[src/contour_flux_integrator_defines.svh]
// ----------------------------------------------------------------------------
// Contour flux integrator assertion macros
// Concurrent assertion wrappers on clk with rst as disable; empty in synthesis.
// ----------------------------------------------------------------------------
`ifndef CONTOUR_FLUX_INTEGRATOR_DEFINES_SVH
`define CONTOUR_FLUX_INTEGRATOR_DEFINES_SVH
`ifndef SYNTHESIS
`define CFI_ASSERT(lbl, prop) \
  lbl: assert property (@(posedge clk) disable iff (rst) prop) \
    else $error("contour flux integrator assertion failed");
`define CFI_ASSERT_NEXT(lbl, ante, cons) \
  lbl: assert property (@(posedge clk) disable iff (rst) (ante) |=> (cons)) \
    else $error("contour flux integrator assertion failed");
`else
`define CFI_ASSERT(lbl, prop)
`define CFI_ASSERT_NEXT(lbl, ante, cons)
`endif
`endif

[src/cfi_pkg.sv]
// ----------------------------------------------------------------------------
// Contour flux integrator package
// Shared constants, datapath operation codes and controller/datapath structs.
// ----------------------------------------------------------------------------
package cfi_pkg;

  localparam int TABLE_DEPTH_DEF = 32768;

  // field and internal widths
  localparam int TVAL_W     = 40;
  localparam int FLUX_W     = 48;
  localparam int ADDR_W     = 19;
  localparam int DIV_QB     = 29;
  localparam int REM_W      = 30;
  localparam int CFG_IDX_W  = 1;
  localparam int CFG_DATA_W = 9;

  // register indexes
  localparam logic [CFG_IDX_W-1:0] CFG_PHI   = 1'b0;
  localparam logic [CFG_IDX_W-1:0] CFG_THETA = 1'b1;

  localparam logic [7:0] PHI_RESET   = 8'd72;
  localparam logic [8:0] THETA_RESET = 9'd360;
  localparam logic [7:0] PC_MIN = 8'd4;
  localparam logic [7:0] PC_MAX = 8'd254;
  localparam logic [8:0] TC_MIN = 9'd4;
  localparam logic [8:0] TC_MAX = 9'd510;

  localparam logic signed [FLUX_W-1:0] FLUX_MAX = {1'b0, {(FLUX_W-1){1'b1}}};
  localparam logic signed [FLUX_W-1:0] FLUX_MIN = {1'b1, {(FLUX_W-1){1'b0}}};

  // datapath operations
  localparam logic [4:0] OP_NONE  = 5'd0;
  localparam logic [4:0] OP_TAKE  = 5'd1;
  localparam logic [4:0] OP_GRID  = 5'd2;
  localparam logic [4:0] OP_SEG   = 5'd3;
  localparam logic [4:0] OP_SEG2  = 5'd4;
  localparam logic [4:0] OP_PIECE = 5'd5;
  localparam logic [4:0] OP_MUL   = 5'd6;
  localparam logic [4:0] OP_DIVI  = 5'd7;
  localparam logic [4:0] OP_DIV   = 5'd8;
  localparam logic [4:0] OP_MID   = 5'd9;
  localparam logic [4:0] OP_ADDR  = 5'd10;
  localparam logic [4:0] OP_MOD   = 5'd11;
  localparam logic [4:0] OP_RD0   = 5'd12;
  localparam logic [4:0] OP_RD1   = 5'd13;
  localparam logic [4:0] OP_RD2   = 5'd14;
  localparam logic [4:0] OP_SAMP  = 5'd15;
  localparam logic [4:0] OP_SAMP2 = 5'd16;
  localparam logic [4:0] OP_CON   = 5'd17;
  localparam logic [4:0] OP_ACC   = 5'd18;
  localparam logic [4:0] OP_UPD   = 5'd19;
  localparam logic [4:0] OP_FIN   = 5'd20;
  localparam logic [4:0] OP_OUT   = 5'd21;

  typedef struct packed {
    logic [4:0] op;
  } cfi_cmd_t;

  typedef struct packed {
    logic have_prev;
    logic skip;
    logic last_piece;
    logic div_done;
    logic mod_done;
    logic last_pt;
  } cfi_stat_t;

endpackage

[src/cfi_ctrl.sv]
// ----------------------------------------------------------------------------
// Contour flux integrator controller
// Sequences table loads, segment walking and result delivery.
// ----------------------------------------------------------------------------
`include "contour_flux_integrator_defines.svh"
module cfi_ctrl (
  input  logic                clk,
  input  logic                rst,
  input  logic                req_valid,
  input  logic                req_type,
  output logic                req_stall,
  output logic                res_valid,
  input  logic                res_stall,
  output cfi_pkg::cfi_cmd_t   cmd,
  input  cfi_pkg::cfi_stat_t  st
);
  import cfi_pkg::*;

  localparam logic [4:0] S_IDLE  = 5'd0;
  localparam logic [4:0] S_GRID  = 5'd1;
  localparam logic [4:0] S_SEG   = 5'd2;
  localparam logic [4:0] S_SEG2  = 5'd3;
  localparam logic [4:0] S_PIECE = 5'd4;
  localparam logic [4:0] S_MUL   = 5'd5;
  localparam logic [4:0] S_DIVI  = 5'd6;
  localparam logic [4:0] S_DIV   = 5'd7;
  localparam logic [4:0] S_MID   = 5'd8;
  localparam logic [4:0] S_ADDR  = 5'd9;
  localparam logic [4:0] S_MOD   = 5'd10;
  localparam logic [4:0] S_RD0   = 5'd11;
  localparam logic [4:0] S_RD1   = 5'd12;
  localparam logic [4:0] S_RD2   = 5'd13;
  localparam logic [4:0] S_SAMP  = 5'd14;
  localparam logic [4:0] S_SAMP2 = 5'd15;
  localparam logic [4:0] S_CON   = 5'd16;
  localparam logic [4:0] S_ACC   = 5'd17;
  localparam logic [4:0] S_UPD   = 5'd18;
  localparam logic [4:0] S_FIN   = 5'd19;
  localparam logic [4:0] S_OUT   = 5'd20;

  logic [4:0] state;
  logic [4:0] state_next;
  logic       slot_free;
  logic       accept;

  assign req_stall = (state != S_IDLE);
  assign accept    = req_valid && (state == S_IDLE);
  assign slot_free = !res_valid || !res_stall;

  // next state and datapath operation
  always_comb begin
    state_next = state;
    cmd.op     = OP_NONE;
    case (state)
      S_IDLE: begin
        if (req_valid) begin
          cmd.op = OP_TAKE;
          if (req_type) state_next = S_GRID;
        end
      end
      S_GRID: begin
        cmd.op     = OP_GRID;
        state_next = st.have_prev ? S_SEG : S_UPD;
      end
      S_SEG: begin
        cmd.op     = OP_SEG;
        state_next = S_SEG2;
      end
      S_SEG2: begin
        cmd.op     = OP_SEG2;
        state_next = st.skip ? S_UPD : S_PIECE;
      end
      S_PIECE: begin
        cmd.op     = OP_PIECE;
        state_next = S_MUL;
      end
      S_MUL: begin
        cmd.op     = OP_MUL;
        state_next = S_DIVI;
      end
      S_DIVI: begin
        cmd.op     = OP_DIVI;
        state_next = S_DIV;
      end
      S_DIV: begin
        cmd.op = OP_DIV;
        if (st.div_done) state_next = S_MID;
      end
      S_MID: begin
        cmd.op     = OP_MID;
        state_next = S_ADDR;
      end
      S_ADDR: begin
        cmd.op     = OP_ADDR;
        state_next = S_MOD;
      end
      S_MOD: begin
        cmd.op = OP_MOD;
        if (st.mod_done) state_next = S_RD0;
      end
      S_RD0: begin
        cmd.op     = OP_RD0;
        state_next = S_RD1;
      end
      S_RD1: begin
        cmd.op     = OP_RD1;
        state_next = S_RD2;
      end
      S_RD2: begin
        cmd.op     = OP_RD2;
        state_next = S_SAMP;
      end
      S_SAMP: begin
        cmd.op     = OP_SAMP;
        state_next = S_SAMP2;
      end
      S_SAMP2: begin
        cmd.op     = OP_SAMP2;
        state_next = S_CON;
      end
      S_CON: begin
        cmd.op     = OP_CON;
        state_next = S_ACC;
      end
      S_ACC: begin
        cmd.op     = OP_ACC;
        state_next = st.last_piece ? S_UPD : S_PIECE;
      end
      S_UPD: begin
        cmd.op     = OP_UPD;
        state_next = st.last_pt ? S_FIN : S_IDLE;
      end
      S_FIN: begin
        cmd.op     = OP_FIN;
        state_next = S_OUT;
      end
      S_OUT: begin
        if (slot_free) begin
          cmd.op     = OP_OUT;
          state_next = S_IDLE;
        end
      end
      default: state_next = S_IDLE;
    endcase
  end

  // advance state
  always_ff @(posedge clk) begin
    if (rst) begin
      state <= S_IDLE;
    end else begin
      state <= state_next;
    end
  end

  // hold the result until it is taken
  always_ff @(posedge clk) begin
    if (rst) begin
      res_valid <= 1'b0;
    end else if (state == S_OUT && slot_free) begin
      res_valid <= 1'b1;
    end else if (!res_stall) begin
      res_valid <= 1'b0;
    end
  end

  `CFI_ASSERT(a_res_from_out, $rose(res_valid) |-> $past(state) == S_OUT)
  `CFI_ASSERT_NEXT(a_point_to_grid, accept && req_type, state == S_GRID)
  `CFI_ASSERT_NEXT(a_div_holds, state == S_DIV && !st.div_done, state == S_DIV)

endmodule

[config.mk]
export PLATFORM = sky130hd
export DESIGN_NAME = cfi_ctrl
export DESIGN_NICKNAME = d
export VERILOG_FILES = /design/src/cfi_pkg.sv /design/src/cfi_ctrl.sv
export VERILOG_INCLUDE_DIRS = /design/src /design/src/src
export SDC_FILE = /design/constraint.sdc
export NUM_CORES = 1
export LEC_CHECK = 0
export BUFFER_PORTS_ARGS = -buffer_cell sky130_fd_sc_hd__buf_4
export CORE_MARGIN = 1
export CORE_UTILIZATION = 30
export CTS_CLUSTER_DIAMETER = 100
export DETAILED_ROUTE_END_ITERATION = 16
export SLEW_MARGIN = 20
export SYNTH_ARGS = -nofsm -noshare
export SYNTH_HDL_FRONTEND = slang
export SYNTH_SLANG_ARGS = --single-unit
export TNS_END_PERCENT = 50
[constraint.sdc]
create_clock -name clk -period 1.6 [get_ports clk]
set_input_delay 0.24 -clock clk [delete_from_list [all_inputs] [get_ports clk]]
set_output_delay 0.24 -clock clk [all_outputs]
set_load 0.02 [all_outputs]
# Yosys cells after proc, flatten, opt, wreduce, memory -nomap -nowiden
# Cells that the tools add are included.
# classes
reduce_logical	7
eq_ne	26
n_mux	15
# op_table
op	count
$pmux W5 S21	2
$mux W5	10
$eq A5 B4 Y1 const B	8
$eq A5 B5 Y1 const B	5
$eq A5 B3 Y1 const B	4
$eq A5 B2 Y1 const B	2
$ne A2 B2 Y1 const B	5
$eq A5 B1 Y1 const B	1
$logic_not A5 Y1	1
$reduce_and A5 Y1	1
$reduce_bool A5 Y1	1
$mux W1	3
$logic_not A1 Y1	2
$ne A2 B1 Y1 const B	1
$logic_and A1 B1 Y1	1
$logic_or A1 B1 Y1	1
# word_totals
elab_cells	50
reg_bits	6
input_bits	11
out_inout_bits	7

# Longest topological paths before layout
# depth
ltp_word	4
mapped_depth	5
mapped_depth_nobuf	4

# Least setup slack after synthesis
# OpenSTA, ideal clock, no wires.
# synth_path
path_kind	flip-flop to flip-flop
start	reg state[1]
end	reg state[0]
synth_period_minus_slack_ps	1520
arrival_time_ps	1397
setup_slack_ps	80
path_buffers	1
required_ps	1477
path_stages_with_launch	6
setup_ps	123
cell_sequence	dfxtp_1 buf_6 or4b_4 o32ai_4 or3_1 o32ai_1
# synth_via
elab_chain_cells	3
word_cells_on_any_way	28
cone_classes	eq/ne: 25; mux: 1; reduce/logical: 2
# synth_rtl
item	line_no	text
from (decl)	cfi_ctrl.sv:41	logic [4:0] state;
from (signal assigned)	cfi_ctrl.sv:152	state <= state_next;
$eq A5 B5 Y1 (tied with other cells)	cfi_ctrl.sv:54	case (state)
$ne A2 B2 Y1 (no source line)	-	
$reduce_and A5 Y1 (no source line)	-	
# Parallel ways exist; a longest one is shown, timed or not.
# A chain may end at the register's enable or synchronous reset.

==> flow_summary_export.csv <==
group,metric,value,unit
timing,worst_slew_pin_slew,0.447,ns
synth,synth_area_leader_cell,"dfxtp_1",
synth,synth_seq_cells,6,
global_routing,grt_pass1_wl,2.57,mm
timing,final.setup.tns,-0.186,ns
critical_path,critPathMaxFanout,4,
placed_design,dp.cells,121,
timing,timing.fmax,0.596,GHz
synth,post_synth.cell_area_avg,7.72,µm²
pwr,p_sw,639,µW
critical_path,reg2reg_from,"state[1]",
detailed_routing,routed_wl,1.64,mm
synth,ys_types,35,
global_routing,antenna_found_initial,0,
detailed_routing,drt_pass1_iterations,4,
status,run_status,"complete, but fails checks",
timing,setup_ws,-0.0787,ns
critical_path,path_buf_inv,1,
run,cap_violations,0,
clock_tree,cts_tree,"yes",
global_routing,grt_overflow_total,0,
critical_path,crit_path_max_incr_delay,0.55,ns
placed_design,place_area,748,µm²
global_routing,grt_max_degree,13,
synth,synthCells,76,
critical_path,worst_ep_required_time,1.36,ns
detailed_routing,wl_per_cell,13.0,µm
die,initial_utilization,32.9,%
layout,seqCellArea,123,µm²
detailed_routing,first_iter_violations,24,
hold_path,hold_path.class,"primary input to register",
status,violations,"negative setup slack",
timing,fin_skew,0.00249,ns
layout,multiInputGateArea,432,µm²
critical_path,path_class,"register to output pin",
synth,syn_nets,87,
die,pin_count,18,
detailed_routing,drc_errors,0,
critical_path,cp_top_family,"simple AND/OR/NAND/NOR gates",
timing,min_period,1.68,ns
layout,stdcell_area,837,µm²
synth,syn_area,587,µm²
clock_tree,cts-root-buf,"clkbuf_4",
pwr,swShare,44.8,%
die,rows,15,
die,core,1780,µm²
pwr,internal_power,788,µW
layout,drive_gt1_share,44.6,%
critical_path,cp-end-kind,"output pin",
timing,rsz0062_at_grt,"yes",
critical_path,cp-startpoint,"state[1]",
clock_tree,cts_max_level,1,
clock_tree,clk_latency,0.24,ns
die,die_y,46.2,µm
clock_tree,clk_pin_slew,0.04,ns
clock_tree,clock_sinks,6,
layout,layoutNonFillerInstCount,126,
pwr,p_leak,0.000362,µW
layout,syn_to_final_growth,42.6,%
timing,hold_ws,0.214,ns
pwr,combPwrFrac,74.4,%
timing,report.final.slew_viol_count,0,
pwr,p_per_area,1700,nW/µm²
layout,num_antenna_cells,0,
critical_path,crit_path_cell_trace,"or4_4, o21ai_2, a21oi_1, buf_4",
detailed_routing,ant_nets,0,
die,die_w,46.2,µm
critical_path,crit_arrival,1.44,ns
timing,fin_crit_sh,105,%
die,dieArea,2140,µm²
placed_design,port_buffers,17,
pwr,power,1430,µW
placed_design,place_congestion,0.832,
pwr,pwr-share-seq,16.3,%
timing,setup_viol,4,
timing,slew_headroom,69.9,%
critical_path,crit_path_start_kind,"register",
clock_tree,cts_made_buffers,3,
critical_path,slowest_stage,"or4_4",
detailed_routing,routed_via_density,5.23,
global_routing,grtUsageTotal,16.8,%
layout,fillCellCount,170,
pwr,max-vdd-ir-drop,1.17,mV
global_routing,grt_pass1_vias,581,
placed_design,hpwl,1.25,mm
detailed_routing,num_vias,659,
timing,finalHoldViolCount,0,
synth,synthTopCellsByArea,"dfxtp_1, nand2_1, o21ai_0, clkbuf_8, o32ai_4",
pwr,pwr-share-clk,9.4,%
synth,ys_warn_count,0,
layout,fin_nets,114,
synth,synth_top_cell_area_share,20.5,%
synth,yosysSeqAreaShare,20.5,%
clock_tree,cts.path.max_buffers,2,
hold_path,holdCritStartpoint,"rst",
[registers in the layout, summed over array words and instances (netlist names)]
| name | cells |
|---|---|
| state | 5 |
| res_valid | 1 |
[Yosys cell counts (all sizes together)]
cell / n
a21oi: 4
nand2b: 4
a31oi: 2
a22oi: 1
o22ai: 2
clkbuf: 2
and3: 1
nor4: 2
or3: 2
dfxtp: 6
a21o: 1
nand3: 1
o21ai: 7
nand2: 9
nand3b: 2
or2: 2
a211oi: 1
mux2i: 1
a211o: 3
o31a: 1
buf: 3
or4: 1
nor2b: 1
o2bb2ai: 1
o31ai: 2
nor2: 6
or4b: 1
o32ai: 2
inv: 5
[per-stage QoR]
stage,setup WS (ns),util (%)
after detailed placement,0.0623,42.0
after CTS,-0.0868,45.1
after global placement,0.0823,42.0
final,-0.0787,46.9
after floorplan,0.0798,-
after global routing,-0.129,46.9
[cells by family after synthesis]
| family | after synthesis | share of synthesized area (%) |
|---|---|---|
| AND/OR/NAND/NOR | 32 | 31.1 |
| AO/OA/AOI/OAI | 27 | 33.7 |
| multiplexers | 1 | 1.71 |
| buffers and inverters | 10 | 13.0 |
| flip-flops | 6 | 20.5 |
[metal layers]
layer / up-vias / GRT usage (%) / routed length (µm)
li1: 336 / - / -
met1: 288 / 22.9 / 702
met2: 35 / 25.9 / 783
met3: 0 / 5.10 / 154
met4: 0 / 3.53 / 0
met5: - / 0 / 0
[power groups by stage]
stage                     logic, µW  clock network [µW]  registers (µW)
after detailed placement        874                   0             227
after floorplan                 631                   0             223
after global placement          883                   0             224
final                          1060                 134             232
after CTS                       977                 142             228
after global routing           1140                 148             234
[area by class of cell]
type	count	area share (%)
inverter	5	2.24
tap	25	3.74
sequential	6	14.6
clock buffer	3	2.69
multi-input combinational	60	51.6
timing repair buffer	27	25.1
[cells in the final DEF, fill, tap and decap left out]
master     synthesis  final
o21ai_2            0      1
o22ai_1            2      2
or4_4              0      1
a21oi_1            4      4
o31a_1             1      1
or3_4              1      2
nor4_1             2      2
o2bb2ai_2          0      1
or2_1              1      1
nand2b_2           0      1
o21ai_1            1      2
nand2b_4           0      1
or2_0              1      1
nand2_1            9      9
a21o_1             1      1
and3_1             1      1
or4b_4             1      1
a211o_1            3      3
clkbuf_4           0      3
o21ai_0            6      4
a31oi_1            2      2
a211oi_2           0      1
nor2_1             6      6
nor2b_1            1      1
inv_1              4      4
nand2b_1           4      2
nand3_2            1      1
a22oi_1            1      1
dfxtp_1            6      4
mux2i_1            1      1
dfxtp_2            0      2
o31ai_1            2      2
o32ai_4            1      1
buf_4              1     25
o32ai_2            0      1
inv_2              1      1
buf_6              2      2
nand3b_1           2      2
[path summary, 6_finish.rpt]
path / to / slack (ns) / cells past startpoint
worst min register to register: res_valid / 0.65 / 3
worst min-delay path: state[1] / 0.21 / 2
worst max-delay path: cmd[0] / -0.08 / 4
worst max register to register: state[0] / 0 / 5
[what timing repair did]
item	in CTS	in global routing
hold buffers	0	0
endpoints found under the setup margin	4	6
resized for setup	7	7
buffers inserted	2	0
pin swaps	7	3
No activity file was read; power rests on OpenSTA's default activity.
